`src/hw/rtl/tvs_pkg.sv`:
```
// Shared types, constants and helpers of the trilinear volume sampler.
// No dependencies.
package tvs_pkg;

	localparam int FRAC_BITS = 8;
	localparam int INT_BITS  = 5;
	localparam int COORD_W   = FRAC_BITS + INT_BITS;
	localparam int DIM_W     = 6;
	localparam int DIM_MAX   = 32;
	localparam int ADDR_W    = 15;
	localparam int MEM_DEPTH = 32768;
	localparam int VAL_W     = 16;
	localparam int ROW_W     = 10;
	localparam int PLANE_W   = 11;
	localparam int VOL_W     = 16;
	localparam int WT_W      = FRAC_BITS + 1;
	localparam int QDEPTH    = 4;
	localparam int QPTR_W    = 2;
	localparam int NCORNER   = 8;
	localparam int RAM_COPIES = 4;

	typedef enum logic {
		OP_WRITE  = 1'b0,
		OP_SAMPLE = 1'b1
	} op_t;

	typedef enum logic [1:0] {
		ST_OK    = 2'd0,
		ST_CLAMP = 2'd1,
		ST_DROP  = 2'd2
	} status_t;

	localparam logic [1:0] REG_WIDTH  = 2'd0;
	localparam logic [1:0] REG_HEIGHT = 2'd1;
	localparam logic [1:0] REG_DEPTH  = 2'd2;

	typedef struct packed {
		logic [INT_BITS-1:0]  lo;
		logic [INT_BITS-1:0]  hi;
		logic [FRAC_BITS-1:0] frac;
		logic                 clamped;
	} axis_t;

	// one classified item as it crosses from front to back
	typedef struct packed {
		op_t                  op;
		status_t              status;
		logic                 we;
		logic [ADDR_W-1:0]    widx;
		logic [VAL_W-1:0]     val;
		logic [INT_BITS-1:0]  xlo;
		logic [INT_BITS-1:0]  xhi;
		logic [ROW_W-1:0]     ylo_off;
		logic [ROW_W-1:0]     yhi_off;
		logic [ADDR_W-1:0]    zlo_off;
		logic [ADDR_W-1:0]    zhi_off;
		logic [FRAC_BITS-1:0] fx;
		logic [FRAC_BITS-1:0] fy;
		logic [FRAC_BITS-1:0] fz;
	} entry_t;

	function automatic logic [DIM_W-1:0] eff_dim(input logic [DIM_W-1:0] r);
		logic [DIM_W-1:0] d;
		d = r;
		if (r == '0)
			d = DIM_W'(1);
		else if (r > DIM_W'(DIM_MAX))
			d = DIM_W'(DIM_MAX);
		return d;
	endfunction

	function automatic axis_t split_axis(input logic [COORD_W-1:0] c,
		input logic [DIM_W-1:0] dim);
		axis_t a;
		logic [INT_BITS-1:0] ip;
		ip = c[COORD_W-1:FRAC_BITS];
		a.clamped = 1'b0;
		a.lo = ip;
		a.frac = c[FRAC_BITS-1:0];
		if ({1'b0, ip} >= dim) begin
			a.lo = INT_BITS'(dim - DIM_W'(1));
			a.frac = '0;
			a.clamped = 1'b1;
		end
		if (({1'b0, a.lo} + DIM_W'(1)) < dim)
			a.hi = a.lo + INT_BITS'(1);
		else
			a.hi = a.lo;
		return a;
	endfunction

endpackage

```
`src/hw/rtl/tvs_queue.sv`:
```
// Four-entry queue between the front and back ends.
// Depends on tvs_pkg.
module tvs_queue import tvs_pkg::*; (
	input  logic   clk,
	input  logic   arst_n,
	input  logic   push,
	input  entry_t push_data,
	output logic   full,
	input  logic   pop,
	output entry_t pop_data,
	output logic   empty
);

	entry_t             slot_q [QDEPTH];
	logic [QPTR_W-1:0]  wptr_q, rptr_q;
	logic [QPTR_W:0]    cnt_q;

	assign full     = cnt_q == (QPTR_W+1)'(QDEPTH);
	assign empty    = cnt_q == '0;
	assign pop_data = slot_q[rptr_q];

	always_ff @(posedge clk or negedge arst_n) begin
		if (!arst_n) begin
			wptr_q <= '0;
			rptr_q <= '0;
			cnt_q  <= '0;
		end else begin
			if (push)
				wptr_q <= wptr_q + QPTR_W'(1);
			if (pop)
				rptr_q <= rptr_q + QPTR_W'(1);
			if (push && !pop)
				cnt_q <= cnt_q + (QPTR_W+1)'(1);
			else if (pop && !push)
				cnt_q <= cnt_q - (QPTR_W+1)'(1);
		end
	end

	always_ff @(posedge clk) begin
		if (push)
			slot_q[wptr_q] <= push_data;
	end

	a_cnt_bound: assert property (@(posedge clk) disable iff (!arst_n)
		cnt_q <= (QPTR_W+1)'(QDEPTH))
		else $error("queue count overflow");
	a_pop_nonempty: assert property (@(posedge clk) disable iff (!arst_n)
		pop |-> cnt_q != '0)
		else $error("pop from empty queue");
	a_ptr_match: assert property (@(posedge clk) disable iff (!arst_n)
		(cnt_q == '0 || full) |-> wptr_q == rptr_q)
		else $error("queue pointers disagree with count");

endmodule

```
`config.mk`:
```
export PLATFORM = sky130hd
export DESIGN_NAME = tvs_queue
export DESIGN_NICKNAME = d
export VERILOG_FILES = /design/src/hw/rtl/tvs_pkg.sv /design/src/hw/rtl/tvs_queue.sv
export SDC_FILE = /design/constraint.sdc
export NUM_CORES = 1
export LEC_CHECK = 0
export ABC_AREA = 1
export BUFFER_PORTS_ARGS = -buffer_cell sky130_fd_sc_hd__buf_4
export CORE_ASPECT_RATIO = 0.8
export CORE_MARGIN = 2
export CORE_UTILIZATION = 53
export CTS_CLUSTER_DIAMETER = 120
export DETAILED_ROUTE_END_ITERATION = 10
export HOLD_SLACK_MARGIN = 0.02
export PLACE_DENSITY_LB_ADDON = 0.3
export SLEW_MARGIN = 20
export SYNTH_ARGS = -nofsm -noshare
export SYNTH_HDL_FRONTEND = slang
export SYNTH_SLANG_ARGS = --single-unit
```
`constraint.sdc`:
```
create_clock -name clk -period 4.3 [get_ports clk]
set_input_delay 0.215 -clock clk [delete_from_list [all_inputs] [get_ports clk]]
set_output_delay 0.215 -clock clk [all_outputs]
set_load 0.05 [all_outputs]
```
* After elaboration in Yosys (flattened, before gate mapping)
Memories as Yosys holds them, arrays and structs flattened. Cells that the tools add are included.
Storage, ports and cells: flip-flop bits (word level) 7, bits in writable memories 476, bits of input ports 123, output and inout bits 121, word-level logic and storage cells 19, memories 1
Memories:
- slot_q | words 4, width 119, read ports 1, clocked after Yosys merged registers in 0, wr ports 1, line tvs_queue.sv:14 | entry_t slot_q [QDEPTH];
Cells by class: $add $sub $neg 4, equal/unequal tests 1, multiplexer cells 4, reductions and logical operators 6
Operators with widths (count):
- two-way mux 3 bit | 2
- adder 2 x 1 -> 2 bit, second input constant | 2
- adder 3 x 1 -> 3 bit, second input constant | 1
- equality test 3 bit, second input constant | 1
- logical NOT 3 bit | 1
- subtractor 3 x 1 -> 3 bit, second input constant | 1
- logical AND 1 bit | 2
- logical NOT 1 bit | 2
- two-way mux 1 bit | 2
- nonzero test 2 bit | 1

* Depth between registers and ports, before layout
depth in word-level cells 4, gate-level depth with buffers 9, mapped depth without buffers 9

* Worst setup path after synthesis
Ideal clock, no wire load.
kind register to register, start point register wptr_q[0], end point memory slot_q[2][0] in the netlist's numbering (enable), library setup time 473 ps, data arrival time 2976 ps, required time 3827 ps, path slack 852 ps, stages on the path, launching flop included 5, buffers on the path 0, period minus slack after synthesis 3448 ps, cell sequence dfrtp_1 inv_1 ha_1 nand2_1 inv_1
RTL lines:
- start: declaration | line tvs_queue.sv:15 | logic [QPTR_W-1:0] wptr_q, rptr_q;
- start signal: assignment | line tvs_queue.sv:29 | wptr_q <= wptr_q + QPTR_W'(1);
- end: declaration | line tvs_queue.sv:14
Straight into the memory's write port.

==> flow_summary.ini <==
[outcome]
status = completed

[pwr]
vdd_drop_max_uv = 762
leakagePower_uw = 0.00957
pwr-share-comb_pct = 44.7
p_int_uw = 10600
swShare_pct = 43.4
clockPowerShare_pct = 20.4
netSwitchingPower_uw = 8140
seq_power_share_pct = 34.9
p_per_area_nw_per_um2 = 781

[placed_design]
routabilityCongestion = 0.786
portBuffers = 243
dpl_cell_area_sq_um = 21400
dp_worst_setup_slack_ps = 1630
dp_hpwl_mm = 22.6

[cts]
cts_tree = yes
cts_root_buffer = clkbuf_16
clk_path_buf_depth = 3
cts_buffers = 46
cts.sinks = 483
cts_resized = 0
clk_latency_ps = 550
htree_levels = 2
path_clk_slew_ps = 60

[die]
pin_count = 244
die_h_um = 175
dieArea_sq_um = 38100
start_util_pct = 53.9
core_area_sq_um = 35900
die_width_um = 218
fp-row-count = 62

[detailed_routing]
wl_per_cell_um = 17.7
vias_per_cell = 5.18
vias = 11900
ant_nets = 0
drt_iter0_markers = 944
wirelength_mm = 40.7
dr.pass1.iters = 5
drc_errors = 0

[timing]
fin_ws_ps = 1040
finalHoldViolCount = 0
rsz0062_at_grt = no
relSlewSlack_pct = 35.9
finalClockSkew_ps = 19.7
setup-violations-final = 0
fin_tns_setup_ps = 0
fin_hold_ws_ps = 407
worst_slew_pin_slew_ps = 961
final_max_slew_viol_count = 0
fin_crit_ps = 3260
fin_crit_sh_pct = 75.8
max_freq_mhz = 307

[global_route]
grt_pass1_vias = 11700
grt_max_degree = 110
grt-ovfl-total = 0
grt.total_usage_pct = 21.6
use_met3_pct = 4.68
busiest_layer = met2
antenna_found_initial = 1
met1_usage_pct = 30.0
met2_usage_pct = 35.5
grt_pass1_wl_mm = 63.8

[finish]
layout_commonest_cell = edfxtp_1
finish.utilization_pct = 66.9
stdcell_area_sq_um = 24000
fillers = 2463
drive_gt1_share_pct = 18.1
layout_common_cells = 476 x edfxtp_1, 370 x nand2_1, 254 x buf_4
final_nets = 1916
syn2layout_area_growth_pct = 24.1

[synthesis]
ys_ff_latch = 483
synth_area_leaders = edfxtp_1 74%, o211ai_1 9.2%, nand2_1 7.2%
syn_nets = 1565
synth_seq_area_share_pct = 74.7
syn_avg_cell_area_sq_um = 13.5
yosysTopAreaCell = edfxtp_1
syn_area_sq_um = 19400
ys_warn_count = 0
syn_inst = 1436
synth_cell_type_count = 17
synth_top_area_share_pct = 73.8

[worst_hold_path]
hold_end = slot_q[2][117]
hold_path_depth = 2
min-delay-start = push_data[117]
hold_path.class = in2reg

[setup_path]
critPathLaunchType = flop
critPathMostFrequentCell = buf_4
worstSetupEndpointType = output port
max_stage_delay_ps = 760
r2r_slack_ps = 2060
r2r_start = wptr_q[0]
path_class = reg2out
cp_top_family = buffers and inverters
cp.buffers_inverters = 3
critPathArrivalTime_ps = 3050
r2r_cells = 5
crit_cells = 5
worstPathRequired_ps = 4090
path_max_fanout = 67
critPathSlowestCell = inv_4
rr_endpoint = slot_q[0][11]
path_cells = inv_4 > buf_4 > o211ai_1 > nand2_1 > buf_4

[job]
maxCapViolations = 0
final cells by class:
class / instances / area (sq um) / area share [%]
Tap cell: 480 / 601 / 2.50
Sequential cell: 483 / 14500 / 60.2
Timing Repair Buffer: 383 / 3260 / 13.6
Inverter: 250 / 961 / 4.00
Antenna cell: 1 / 2.50 / 0.0104
Multi-Input combinational cell: 623 / 3320 / 13.8
Clock inverter: 21 / 169 / 0.703
Clock buffer: 56 / 1250 / 5.21
power by group through the flow:
stage | sequential [uW] | clock (uW) | combinational [uW]
after floorplan | 6490 | 0 | 6270
after global placement | 6630 | 0 | 8260
after detailed placement | 6650 | 0 | 8330
after CTS | 6560 | 3910 | 8450
after global routing | 6640 | 4090 | 8950
final | 6560 | 3830 | 8390
registers in the layout, indices dropped and copies added (netlist names):
signal  flops
rptr_q      2
wptr_q      2
slot_q    476
cnt_q       3
how the worst max path moves through the flow:
| stage | start | to | slack (ps) |
|---|---|---|---|
| 2_1_floorplan | wptr_q[0] | slot_q[2][0] | 850 |
| 3_3_place_gp | rptr_q[1] | pop_data[94] | 1620 |
| 3_5_place_dp | rptr_q[1] | pop_data[94] | 1630 |
| 4_1_cts | rptr_q[1] | pop_data[94] | 1020 |
| 5_1_grt | rptr_q[1] | pop_data[96] | 880 |
| 6_report | rptr_q[1] | pop_data[96] | 1040 |
per-layer routing:
layer / wire, um / share of wire, %
met5: 0 / 0
met4: 622 / 1.5
met3: 3180 / 7.8
met2: 19500 / 48
met1: 17400 / 43
cells in the mapped netlist:
master    count
dfrtp_1       7
nand3_1       1
nand2_1     370
buf_4        10
nor3_1        2
edfxtp_1    476
clkbuf_1      2
xnor2_1       1
buf_2        33
inv_1       250
nand4_1       1
fa_1          1
o21ai_1       1
o211ai_1    238
buf_6        35
xor2_1        3
ha_1          5
kinds of logic (layout without fill, tap and decap cells):
logic type               after synthesis  count (layout)  share of synthesized area, %
other                                  0               1                             0
AO/OA/AOI/OAI                        239             239                          9.25
flip-flops                           483             483                          74.7
XOR/XNOR                               4               4                         0.181
buffers and inverters                330             710                          8.16
AND/OR/NAND/NOR                      374             374                          7.28
adder cells (fa/ha/maj)                6               6                         0.426
worst reg2reg max path: stages (launching register included):
cell	delay [ps]
dfrtp_1	420
inv_1	100
ha_1	150
nand2_1	100
inv_6	570
buf_4	520
timing repair:
| action | 4_1_cts | 5_1_grt |
|---|---|---|
| endpoints found under the hold margin | 487 | 0 |
| buffers inserted | 0 | 0 |
| hold buffers | 123 | 0 |
stage by stage:
step,total power [uW],instances
after global routing,19700,2297
after floorplan,12800,1436
after detailed placement,15000,2096
after global placement,14900,2096
after CTS,18900,2296
final,18800,2297
Power figures use the tool's default switching activity.
