### config.mk
export PLATFORM = sky130hd
export DESIGN_NAME = tvs_front_flat
export DESIGN_NICKNAME = d
export VERILOG_FILES = /design/src/hw/rtl/tvs_pkg.sv /design/src/hw/rtl/tvs_if.sv /design/src/hw/rtl/tvs_front.sv /design/src/flat_wrapper.sv
export SDC_FILE = /design/constraint.sdc
export NUM_CORES = 1
export LEC_CHECK = 0
export BUFFER_PORTS_ARGS = -buffer_cell sky130_fd_sc_hd__buf_2
export CORE_MARGIN = 4
export CORE_UTILIZATION = 45
export CTS_BUF_LIST = sky130_fd_sc_hd__clkbuf_8
export DETAILED_ROUTE_END_ITERATION = 10
export GPL_TIMING_DRIVEN = 0
export PLACE_DENSITY = 0.69
export SYNTH_ARGS = -nofsm -noshare
export SYNTH_HDL_FRONTEND = slang
export SYNTH_SLANG_ARGS = --single-unit
### constraint.sdc
create_clock -name clk -period 15.8 [get_ports clk]
set_input_delay 1.58 -clock clk [delete_from_list [all_inputs] [get_ports clk]]
set_output_delay 1.58 -clock clk [all_outputs]
set_load 0.01 [all_outputs]
### src/hw/rtl/tvs_pkg.sv
// Shared types, constants and helpers of the trilinear volume sampler.
// No dependencies.
package tvs_pkg;

	localparam int FRAC_BITS = 8;
	localparam int INT_BITS  = 5;
	localparam int COORD_W   = FRAC_BITS + INT_BITS;
	localparam int DIM_W     = 6;
	localparam int DIM_MAX   = 32;
	localparam int ADDR_W    = 15;
	localparam int MEM_DEPTH = 32768;
	localparam int VAL_W     = 16;
	localparam int ROW_W     = 10;
	localparam int PLANE_W   = 11;
	localparam int VOL_W     = 16;
	localparam int WT_W      = FRAC_BITS + 1;
	localparam int QDEPTH    = 4;
	localparam int QPTR_W    = 2;
	localparam int NCORNER   = 8;
	localparam int RAM_COPIES = 4;

	typedef enum logic {
		OP_WRITE  = 1'b0,
		OP_SAMPLE = 1'b1
	} op_t;

	typedef enum logic [1:0] {
		ST_OK    = 2'd0,
		ST_CLAMP = 2'd1,
		ST_DROP  = 2'd2
	} status_t;

	localparam logic [1:0] REG_WIDTH  = 2'd0;
	localparam logic [1:0] REG_HEIGHT = 2'd1;
	localparam logic [1:0] REG_DEPTH  = 2'd2;

	typedef struct packed {
		logic [INT_BITS-1:0]  lo;
		logic [INT_BITS-1:0]  hi;
		logic [FRAC_BITS-1:0] frac;
		logic                 clamped;
	} axis_t;

	// one classified item as it crosses from front to back
	typedef struct packed {
		op_t                  op;
		status_t              status;
		logic                 we;
		logic [ADDR_W-1:0]    widx;
		logic [VAL_W-1:0]     val;
		logic [INT_BITS-1:0]  xlo;
		logic [INT_BITS-1:0]  xhi;
		logic [ROW_W-1:0]     ylo_off;
		logic [ROW_W-1:0]     yhi_off;
		logic [ADDR_W-1:0]    zlo_off;
		logic [ADDR_W-1:0]    zhi_off;
		logic [FRAC_BITS-1:0] fx;
		logic [FRAC_BITS-1:0] fy;
		logic [FRAC_BITS-1:0] fz;
	} entry_t;

	function automatic logic [DIM_W-1:0] eff_dim(input logic [DIM_W-1:0] r);
		logic [DIM_W-1:0] d;
		d = r;
		if (r == '0)
			d = DIM_W'(1);
		else if (r > DIM_W'(DIM_MAX))
			d = DIM_W'(DIM_MAX);
		return d;
	endfunction

	function automatic axis_t split_axis(input logic [COORD_W-1:0] c,
		input logic [DIM_W-1:0] dim);
		axis_t a;
		logic [INT_BITS-1:0] ip;
		ip = c[COORD_W-1:FRAC_BITS];
		a.clamped = 1'b0;
		a.lo = ip;
		a.frac = c[FRAC_BITS-1:0];
		if ({1'b0, ip} >= dim) begin
			a.lo = INT_BITS'(dim - DIM_W'(1));
			a.frac = '0;
			a.clamped = 1'b1;
		end
		if (({1'b0, a.lo} + DIM_W'(1)) < dim)
			a.hi = a.lo + INT_BITS'(1);
		else
			a.hi = a.lo;
		return a;
	endfunction

endpackage

### src/hw/rtl/tvs_if.sv
// Valid/ready channel interfaces for request and result beats.
// Depends on tvs_pkg for field widths.
interface tvs_req_if;
	import tvs_pkg::*;
	logic                 valid;
	logic                 ready;
	logic                 operation;
	logic [ADDR_W-1:0]    voxel_index;
	logic signed [VAL_W-1:0] voxel_value;
	logic [COORD_W-1:0]   x_coord;
	logic [COORD_W-1:0]   y_coord;
	logic [COORD_W-1:0]   z_coord;
	modport source(output valid, operation, voxel_index, voxel_value,
		x_coord, y_coord, z_coord, input ready);
	modport sink(input valid, operation, voxel_index, voxel_value,
		x_coord, y_coord, z_coord, output ready);
endinterface


### src/hw/rtl/tvs_front.sv
// Front end: config registers, request intake, coordinate clamp and
// row/plane offsets. Depends on tvs_pkg and tvs_req_if.
module tvs_front import tvs_pkg::*; (
	input  logic              clk,
	input  logic              arst_n,
	input  logic              cfg_we,
	input  logic [1:0]        cfg_index,
	input  logic [DIM_W-1:0]  cfg_data,
	tvs_req_if.sink           req,
	input  logic              q_full,
	output logic              push,
	output entry_t            push_data
);

	logic [DIM_W-1:0]   w_q, h_q, d_q;
	logic [PLANE_W-1:0] wh_q;
	logic [VOL_W-1:0]   whd_q;

	logic               vld_s1;
	op_t                op_s1;
	logic [ADDR_W-1:0]  widx_s1;
	logic [VAL_W-1:0]   val_s1;
	axis_t              ax_s1, ay_s1, az_s1;

	logic               vld_s2;
	entry_t             ent_s2;

	axis_t              ax_d, ay_d, az_d;
	logic               adv;
	logic               in_range;

	always_ff @(posedge clk or negedge arst_n) begin
		if (!arst_n) begin
			w_q   <= DIM_W'(DIM_MAX);
			h_q   <= DIM_W'(DIM_MAX);
			d_q   <= DIM_W'(DIM_MAX);
			wh_q  <= PLANE_W'(DIM_MAX * DIM_MAX);
			whd_q <= VOL_W'(MEM_DEPTH);
		end else begin
			if (cfg_we) begin
				unique case (cfg_index)
					REG_WIDTH:  w_q <= eff_dim(cfg_data);
					REG_HEIGHT: h_q <= eff_dim(cfg_data);
					REG_DEPTH:  d_q <= eff_dim(cfg_data);
					default: ;
				endcase
			end
			wh_q  <= PLANE_W'(w_q) * PLANE_W'(h_q);
			whd_q <= VOL_W'(wh_q) * VOL_W'(d_q);
		end
	end

	assign adv       = !vld_s2 || !q_full;
	assign req.ready = adv;

	always_comb begin
		ax_d = split_axis(req.x_coord, w_q);
		ay_d = split_axis(req.y_coord, h_q);
		az_d = split_axis(req.z_coord, d_q);
	end

	always_ff @(posedge clk or negedge arst_n) begin
		if (!arst_n) begin
			vld_s1 <= 1'b0;
			vld_s2 <= 1'b0;
		end else if (adv) begin
			vld_s1 <= req.valid;
			vld_s2 <= vld_s1;
		end
	end

	always_ff @(posedge clk) begin
		if (adv) begin
			op_s1   <= op_t'(req.operation);
			widx_s1 <= req.voxel_index;
			val_s1  <= req.voxel_value;
			ax_s1   <= ax_d;
			ay_s1   <= ay_d;
			az_s1   <= az_d;

			ent_s2.op      <= op_s1;
			ent_s2.status  <= (ax_s1.clamped || ay_s1.clamped || az_s1.clamped)
				? ST_CLAMP : ST_OK;
			ent_s2.we      <= 1'b0;
			ent_s2.widx    <= widx_s1;
			ent_s2.val     <= val_s1;
			ent_s2.xlo     <= ax_s1.lo;
			ent_s2.xhi     <= ax_s1.hi;
			ent_s2.ylo_off <= ROW_W'(ay_s1.lo) * ROW_W'(w_q);
			ent_s2.yhi_off <= ROW_W'(ay_s1.hi) * ROW_W'(w_q);
			ent_s2.zlo_off <= ADDR_W'(az_s1.lo) * ADDR_W'(wh_q);
			ent_s2.zhi_off <= ADDR_W'(az_s1.hi) * ADDR_W'(wh_q);
			ent_s2.fx      <= ax_s1.frac;
			ent_s2.fy      <= ay_s1.frac;
			ent_s2.fz      <= az_s1.frac;
		end
	end

	// write range check sits here so it sees the settled volume size
	assign in_range = {1'b0, ent_s2.widx} < whd_q;

	always_comb begin
		push_data = ent_s2;
		if (ent_s2.op == OP_WRITE) begin
			push_data.we     = in_range;
			push_data.status = in_range ? ST_OK : ST_DROP;
		end
	end

	assign push = vld_s2 && !q_full;

endmodule

### src/flat_wrapper.sv
// flat-port wrapper written by rule: the top's interface ports become plain ports
module tvs_front_flat import tvs_pkg::*;
  (clk, arst_n, cfg_we, cfg_index, cfg_data, q_full, push, push_data, req_valid, req_operation, req_voxel_index, req_voxel_value, req_x_coord, req_y_coord, req_z_coord, req_ready);
  tvs_req_if req_i ();
  input  logic clk;
  input  logic arst_n;
  input  logic cfg_we;
  input  logic [1:0] cfg_index;
  input  logic [DIM_W-1:0] cfg_data;
  input  logic q_full;
  output logic push;
  output entry_t push_data;
  input wire logic [$bits(req_i.valid)-1:0] req_valid;
  input wire logic [$bits(req_i.operation)-1:0] req_operation;
  input wire logic [$bits(req_i.voxel_index)-1:0] req_voxel_index;
  input wire logic [$bits(req_i.voxel_value)-1:0] req_voxel_value;
  input wire logic [$bits(req_i.x_coord)-1:0] req_x_coord;
  input wire logic [$bits(req_i.y_coord)-1:0] req_y_coord;
  input wire logic [$bits(req_i.z_coord)-1:0] req_z_coord;
  output wire logic [$bits(req_i.ready)-1:0] req_ready;
  assign req_i.valid = req_valid;
  assign req_i.operation = req_operation;
  assign req_i.voxel_index = req_voxel_index;
  assign req_i.voxel_value = req_voxel_value;
  assign req_i.x_coord = req_x_coord;
  assign req_i.y_coord = req_y_coord;
  assign req_i.z_coord = req_z_coord;
  assign req_ready = req_i.ready;
  tvs_front u_core (.clk(clk), .arst_n(arst_n), .cfg_we(cfg_we), .cfg_index(cfg_index), .cfg_data(cfg_data), .req(req_i), .q_full(q_full), .push(push), .push_data(push_data));
endmodule
=== After elaboration in Yosys (flattened, before gate mapping) ===
Index checks and enable logic that the tools add are counted.

* Add/subtract/negate cells: 9
* $mul: 6
* Order comparisons: 8
* Eq/ne operators: 2
* Mux-type cells: 14
* Reductions and logical operators: 11

{| class="wikitable"
|+ Operators with widths
! operator !! count
|-
| multiplier 5 x 11 -> 15 bit || 2
|-
| two-way mux 5 bit || 6
|-
| multiplier 5 x 6 -> 10 bit || 2
|-
| adder 5 x 1 -> 6 bit (second input constant) || 3
|-
| greater-or-equal comparator 5 x 6 -> 1 bit || 3
|-
| less-than comparator 6 bit || 3
|-
| less-than comparator 15 x 16 -> 1 bit || 1
|-
| multiplier 11 x 6 -> 16 bit || 1
|-
| adder 5 x 1 -> 5 bit (second input constant) || 3
|-
| subtractor 5 x 1 -> 5 bit (second input constant) || 3
|-
| two-way mux 6 bit || 2
|-
| multiplier 6 x 6 -> 11 bit || 1
|-
| greater-than comparator 6 bit (second input constant) || 1
|-
| zero test 6 bit || 1
|-
| AND reduction 2 bit || 3
|-
| two-way mux 1 bit || 4
|-
| logical OR 1 bit || 3
|-
| two-way mux 3 bit || 1
|-
| == test 2 x 1 -> 1 bit (second input constant) || 1
|-
| == test 2 bit (second input constant) || 1
|-
| zero test 1 bit || 2
|-
| zero test 2 bit || 1
|-
| two-way mux 2 bit || 1
|-
| logical AND 1 bit || 1
|}

* Bits in registers: 254
* Input port bits: 84
* Output and inout bits: 121
* Logic and storage cells: 85

=== Logic depth before layout (Yosys ltp) ===
Gate-level depths: netlist of run 1.

* Word-level depth: 5
* Gate-level depth with buffers: 21

=== Worst setup path after synthesis of run 1 ===
Ideal clock, no wire load.

* Kind: input -> output
* Start: input port q_full
* End: output port req_ready
* Arrival time: 6.011 ns
* Path slack: 8.209 ns
* Cell stages on the path: 1
* Buffers on the path: 0
* Path through: nand2_1

* Longest elaborated chain between the ends: 2

{| class="wikitable"
|+ RTL lines
! item !! line !! RTL
|-
| from (decl) || flat_wrapper.sv:10 || <nowiki>input logic q_full;</nowiki>
|-
| zero test 1 bit || tvs_front.sv:53 || <nowiki>assign adv = !vld_s2 || !q_full;</nowiki>
|-
| logical OR 1 bit || tvs_front.sv:53 ||
|-
| to (decl) || flat_wrapper.sv:20 || <nowiki>output wire logic [$bits(req_i.ready)-1:0] req_ready;</nowiki>
|}

No other way between the ends.

==> impl_results.md, run 1 <==
* Worst Max-Slew Pin Slew at about 1.1 ns
* Power Density at ~140 nW/um^2
* H-tree depth at 2
* Detailed Route Iter0 Violations at roughly 520
* Fraction of layout cells with a size suffix above 1 at between 20% and 30%
* Area of the multi-input gates at around 9400 um^2
* Max_slew headroom at between 20% and 30%
* Final Cycle Share at approximately a third
* Vias in the first global route at between 10000 and 15000
* Synth top area share at between 30% and 40%
* Die X at ~210 um
* Worst-path fanout max at 10
* Distinct cells, synth at between 60 and 70
* Crit path DAT at 5.75 ns
* Status: completed
* Hold crit path type: flip-flop to flip-flop
* Pre-Repair DR Iteration Count at 5
* Yosys warns at 0
* Worst VDD drop at between 0.09 and 0.1 mV
* CTS tree: yes
* F_max at 185.3 MHz
* Worst Setup End Kind: flip-flop
* Clock Skew at 0.02076 ns
* Post-DP HPWL at 30540 um
* Residual DRC at 0
* CTS Root Cell: clkbuf_8
* Final setup viols at 0
* Nets at about 2400
* Clock transition at path regs at 0.06 ns
* RD Place Congestion at between 0.8 and 0.9
* Syn Std Cell Area at 18660 um^2
* Antenna violation net count after detailed routing at 0
* Most frequent cells after synthesis: inv_1 (222), edfxtp_1 (206), and2_1 (176)
* Chip height at around 210 um
* Post-synth EDFFs at 206
* Vias per Instance at slightly below 5
* Syn avg cell area at between 10 and 15 um^2
* Layout area overhead at 14.06%
* Synthesized net count at 2104
* Sequential fraction of the synthesis area at 39.49%
* Final Max Slew Viols at 0
* Initial Utilization at 45.59%
* #FFs+latches synth at 253
* Synth Instances at about 1700
* Cts repair resizes at 0
* Sink Count at between 200 and 300
* Total track usage at roughly 18%
* Via count at roughly 12000
* PortBufs at between 200 and 250
* Layout fillers at about 3700
* Cell Rows at 74
* Final hold vios at 0
* Finished Core Util at 52.00%
* Clk_lat worst skew at a little over 0.6 ns
* Antenna violations before repair at 1
* Critical Path RT at 16.15 ns
* Min Clock Period, post-route at approximately 5.4 ns
* Setup repair bufs after CTS at 0
* Hold-fix buffers at CTS at 0
* First-pass GRT wire length at ~65000 um
* CP startpoint kind: input port
* Num ports at ~210
* Top cells by area, synth: edfxtp_1 (33%), fa_1 (14%), ha_1 (12%)
* Post-synth top area cell: edfxtp_1
* Fraction of registers with async set/reset at a little under a fifth
* Leakage power at around 0.010 uW
* Critical path type: input port to flip-flop
* Setup TNS at 0 ns
* DRT Wirelength at just under 40000 um
* Number of buffers created by CTS at 47
* Core area at 40920 um^2
* Clk buf depth at 3
* RSZ-0062 raised after global routing: false
* WL/cell at around 16 um
* Count leader, synth: inv_1
* Grt ovf at 0
* Register area at between 7000 and 8000 um^2
* Full die area at between 40000 and 50000 um^2
* Top_reg_cell synth: edfxtp_1
* # Max-Cap Violations at 0
* Largest net degree at the start of global routing at between 70 and 80
logic make-up after synthesis:
family	synth area share (%)
and+or+nand+nor	12.90
DFF	39.49
muxes	0.4024
xor gates and xnor gates	4.741
AOI/OAI and AO/OA	6.914
buffers and inverters	10.29
adders and majority gates	25.26
layer usage:
layer | up-vias | wire length [um] | track usage [%]
met5 | - | 0 | 0
met4 | 0 | 1440 | 7.263
met3 | 80 | 1938 | 3.008
met2 | 280 | 20010 | 31.69
met1 | 6080 | 15990 | 21.71
li1 | 6034 | - | -
per-stage QoR:
step	power, uW	area, um^2	cells	setup slack, ns	hold slack, ns
5_1_grt	3335	21280	2538	10.07	0.4142
4_1_cts	3104	21280	2537	10.41	0.4099
2_1_floorplan	2112	18660	1719	8.209	0.4003
3_3_place_gp	2459	20340	2455	5.458	0.4004
6_report	3048	21280	2538	10.40	0.4112
3_5_place_dp	2492	20430	2458	9.770	0.4045
layout by cell type, fill, tap and decap left out, types with 7 or more instances in the layout:
cell type and n:
inv_1 238, nand2_1 160, nand2b_1 15, edfxtp_1 206
a21oi_1 48, and3_1 8, dfrtp_1 42, nor2_1 55
xor2_1 31, clkbuf_1 40, o21ai_0 46, nand3_1 10
o21a_1 14, and2_1 176, nor2b_1 10, a21o_1 28
buf_2 206, ha_1 175, nor3_1 14, clkbuf_8 51
o21ai_1 7, o21bai_1 8, xnor2_1 70, fa_1 126
buf_4 119, a21oi_2 13
where the power goes:
part | leakage (uW) | total, uW | internal, uW | switching (uW)
Sequential | 0.00271 | 1030 | 945 | 83.7
Combinational | 0.00712 | 1440 | 644 | 795
Clock | 0.000494 | 581 | 309 | 271
registers in the layout, summed over array words and instances, names as in the netlist, 6 cells and up:
name and count:
u_core.ax_s1 19, u_core.ay_s1 19, u_core.az_s1 19, u_core.d_q 6
u_core.h_q 6, u_core.push_data 116, u_core.val_s1 16, u_core.w_q 6
u_core.wh_q 11, u_core.whd_q 16, u_core.widx_s1 15
critical path: stages:
cell and delay [ns]:
buf_2 0.13, inv_1 0.07, ha_1 0.28, nand2b_1 0.14, a21oi_1 0.17, o21ai_1 0.14
nand2_1 0.25, clkbuf_1 0.36, nand2_1 0.09, o21ai_0 0.16, ha_1 0.32, nor3b_1 0.29
a21oi_1 0.09, xnor2_1 0.20, ha_1 0.26, nand2_1 0.08, o21ai_0 0.18, or4_4 0.50
o21ai_2 0.12, o21ai_1 0.11, xor2_1 0.14, mux2i_1 0.10
area by class of cell:
type                       count  area share [%]
sequential                   253           34.63
multi-input combinational   1076           44.06
antenna                        1         0.01176
clock buffer                  51           3.299
inverter                     225           3.969
buffer                       165           5.057
timing repair buffer         207           5.186
clock inverter                28          0.6644
tap                          532           3.128
final timing paths:
| path | startpoint | endpoint | slack [ns] | cells after the start |
|---|---|---|---|---|
| max | req_y_coord[8] | u_core.ay_s1[12] | 10.40 | 22 |
| min | u_core.az_s1[7] | u_core.push_data[6] | 0.41 | 0 |
| max reg2reg | u_core.h_q[3] | u_core.ay_s1[12] | 10.72 | 21 |
| min reg2reg | u_core.az_s1[7] | u_core.push_data[6] | 0.41 | 0 |
| max in group asynchronous | arst_n | u_core.wh_q[9] | 13.91 | 1 |
| min in group asynchronous | arst_n | u_core.vld_s2 | 1.18 | 1 |
No activity file was read; power rests on OpenSTA's default activity.
==> run 2: changes to the inputs <==
- ABC_AREA: unset -> 1
- PLACE_DENSITY: 0.69 -> 0.71
- clock period: 15.8 -> 4.47 ns (I/O delays scaled with it)
==> impl_results.md, run 2 <==
* Post-synth EDFFs at 206
* Worst Setup End Kind: flip-flop
* RD Place Congestion at roughly 0.86
* Grt ovf at 0
* Count leader, synth: inv_1
* Cell Rows at 75
* Via count at 13638
* Leakage power at between 0.01 and 0.015 uW
* Total track usage at 18.25%
* Most used cells in the layout excluding fill and tap cells: inv_1 (478), nand2_1 (447), buf_2 (213), edfxtp_1 (206), ha_1 (175)
* Nets at 2689
* Pre-Repair DR Iteration Count at 5
* Fraction of layout cells with a size suffix above 1 at 19.43%
* Vias in the first global route at 14221
* Final hold vios at 0
* Clk buf depth at 3
* Detailed Route Iter0 Violations at 646
* Residual DRC at 0
* PortBufs at between 200 and 250
* Worst VDD drop at 0.3565 mV
* Power Density at 612.0 nW/um^2
* Post-DP HPWL at 31150 um
* Crit path DAT at between 4 and 5 ns
* Critical Path RT at slightly below 5 ns
* Syn avg cell area at 9.388 um^2
* # Max-Cap Violations at 0
* Hold crit path type: input port to flip-flop
* Die X at between 200 and 250 um
* Fraction of registers with async set/reset at approximately 19%
* Post-route insts no fill at a little under 3000
* Core area at 41850 um^2
* Antenna violations before repair at 7
* Syn Std Cell Area at between 15000 and 20000 um^2
* Num ports at 205
* Placed Cells at between 2000 and 3000
* Final setup viols at 0
* RSZ-0062 raised after global routing: true
* F_max at around 230 MHz
* Clock transition at path regs at about 0.060 ns
* Synthesized net count at 2411
* CTS Root Cell: clkbuf_8
* Layout area overhead at 15.87%
* H-tree depth at 2
* Power, Total at about 13000 uW
* Chip height at approximately 210 um
* Critical path type: flip-flop to flip-flop
* Post-synth top area cell: edfxtp_1
* Final Max Slew Viols at 0
* Sequential fraction of the synthesis area at slightly below 40%
* CTS tree: yes
* Full die area at 45620 um^2
* Distinct cells, synth at 45
* Top cells by area, synth: edfxtp_1 (33%), fa_1 (13%), ha_1 (12%)
* Clock Skew at roughly 0.043 ns
* Yosys warns at 0
* Worst Max-Slew Pin Slew at 1.070 ns
* Sink Count at about 250
* Most common cell after layout, fill and taps aside: inv_1
* Initial Utilization at 45.44%
* Worst-path fanout max at 10
* Status: completed
* Synth top area share at roughly 33%
* #FFs+latches synth at 253
* Vias per Instance at ~4.7
* Final Cycle Share at a little over nine tenths
* Largest net degree at the start of global routing at around 120
* First-pass GRT wire length at roughly 67000 um
* Reg2Reg Depth at 14
* CP startpoint kind: flip-flop
* Most frequent cells after synthesis: inv_1 (465), nand2_1 (448), edfxtp_1 (206)
* Max reg flops at roughly 120
* Top_reg_cell synth: edfxtp_1
* Finished Core Util at 52.65%
* Number of buffers created by CTS at 47
* DRT Wirelength at roughly 40000 um
* Synth Instances at roughly 2000
* Clk_lat worst skew at approximately 0.62 ns
* Hold depth at 3
* Min Clock Period, post-route at around 4.3 ns
* Max_slew headroom at 28.13%
* Antenna violation net count after detailed routing at 0
* WL/cell at 14.07 um
* Fin Hold WS at between 0.08 and 0.09 ns
-- run 2: cell count changes after synthesis, moves of 15 or more --
cell      previous run  this run
nand2_2              0        16
nand3_1             10        52
o21ai_0             46        19
inv_1              222       465
a21o_1              28         9
nand2_1            161       448
and2_1             176         0
xor2_1              31        49
nor2_1              55        71
nand2b_1            15         0
xnor2_1             70        26
-- run 2: worst paths after layout --
kind                                       from                    to  slack [ns]
worst max register to register   u_core.wh_q[8]  u_core.push_data[37]        0.19
worst max-delay path             u_core.wh_q[8]  u_core.push_data[37]        0.19
worst min register to register  u_core.az_s1[6]   u_core.push_data[5]        0.40
worst min-delay path                  req_valid         u_core.vld_s1        0.09
min in group asynchronous                arst_n      u_core.whd_q[13]        0.59
max in group asynchronous                arst_n        u_core.wh_q[0]        3.16
-- run 2: stage by stage --
| step | TNS [ns] | worst slack [ns] | instance area, um^2 |
|---|---|---|---|
| floorplan | 0 | 0.5778 | 19020 |
| global route | -0.02045 | -0.02045 | 22030 |
| finish | 0 | 0.1934 | 22040 |
| detailed placement | -0.1394 | -0.06282 | 20760 |
| global placement | -15.80 | -0.5632 | 20720 |
| CTS | 0 | 0.007876 | 22050 |
-- run 2: critical path, cell delays in order (launching register included) --
cell and delay [ns]:
dfrtp_1 0.32, clkbuf_1 0.42, clkbuf_2 0.42, nand2_1 0.12, fa_1 0.49, inv_1 0.06
fa_1 0.52, inv_1 0.05, fa_1 0.53, inv_1 0.04, ha_1 0.34, a21o_1 0.22
a221oi_1 0.24, nand2_1 0.10, xor2_1 0.14
-- run 2: cell families (layout without fill, tap and decap cells) --
logic type | after synthesis | in the layout | share of synthesized area (%)
AOI/OAI and AO/OA | 125 | 125 | 3.973
xor gates and xnor gates | 75 | 75 | 3.454
DFF | 253 | 253 | 38.74
other | 0 | 5 | 0
adders and majority gates | 301 | 301 | 24.77
buffers and inverters | 646 | 962 | 15.33
and+or+nand+nor | 626 | 626 | 13.73
-- run 2: metal layers --
| metal | part of all wire [%] | global-route usage [%] | vias to the layer above | wire length, um |
|---|---|---|---|---|
| li1 | - | - | 6701 | - |
| met1 | 40 | 21.65 | 6501 | 16190 |
| met2 | 51 | 32.34 | 343 | 20730 |
| met3 | 5.9 | 4.155 | 89 | 2401 |
| met4 | 3.1 | 7.129 | 4 | 1264 |
| met5 | 0.054 | 0 | - | 22 |
-- run 2: layout make-up --
cell class	instances	area [um^2]
Inverter	471	1773
Buffer	166	1121
Antenna cell	5	12.51
Multi-Input combinational cell	1127	8752
Sequential cell	253	7370
Clock inverter	38	281.5
Timing Repair Buffer	238	1379
Fill cell	3849	19820
Clock buffer	49	674.4
Tap cell	539	674.4
-- run 2: power by group --
part / internal, uW / total (uW) / switching [uW]
registers: 3520 / 3830 / 304
clock network: 1260 / 2260 / 1000
logic: 3050 / 7400 / 4350
-- run 2: what timing repair did --
action	CTS	global route
pin swaps	0	0
setup buffers	0	0
setup endpoints to repair	6	16
hold endpoints to repair	65	0
hold buffers	33	0
gates resized for setup	7	9
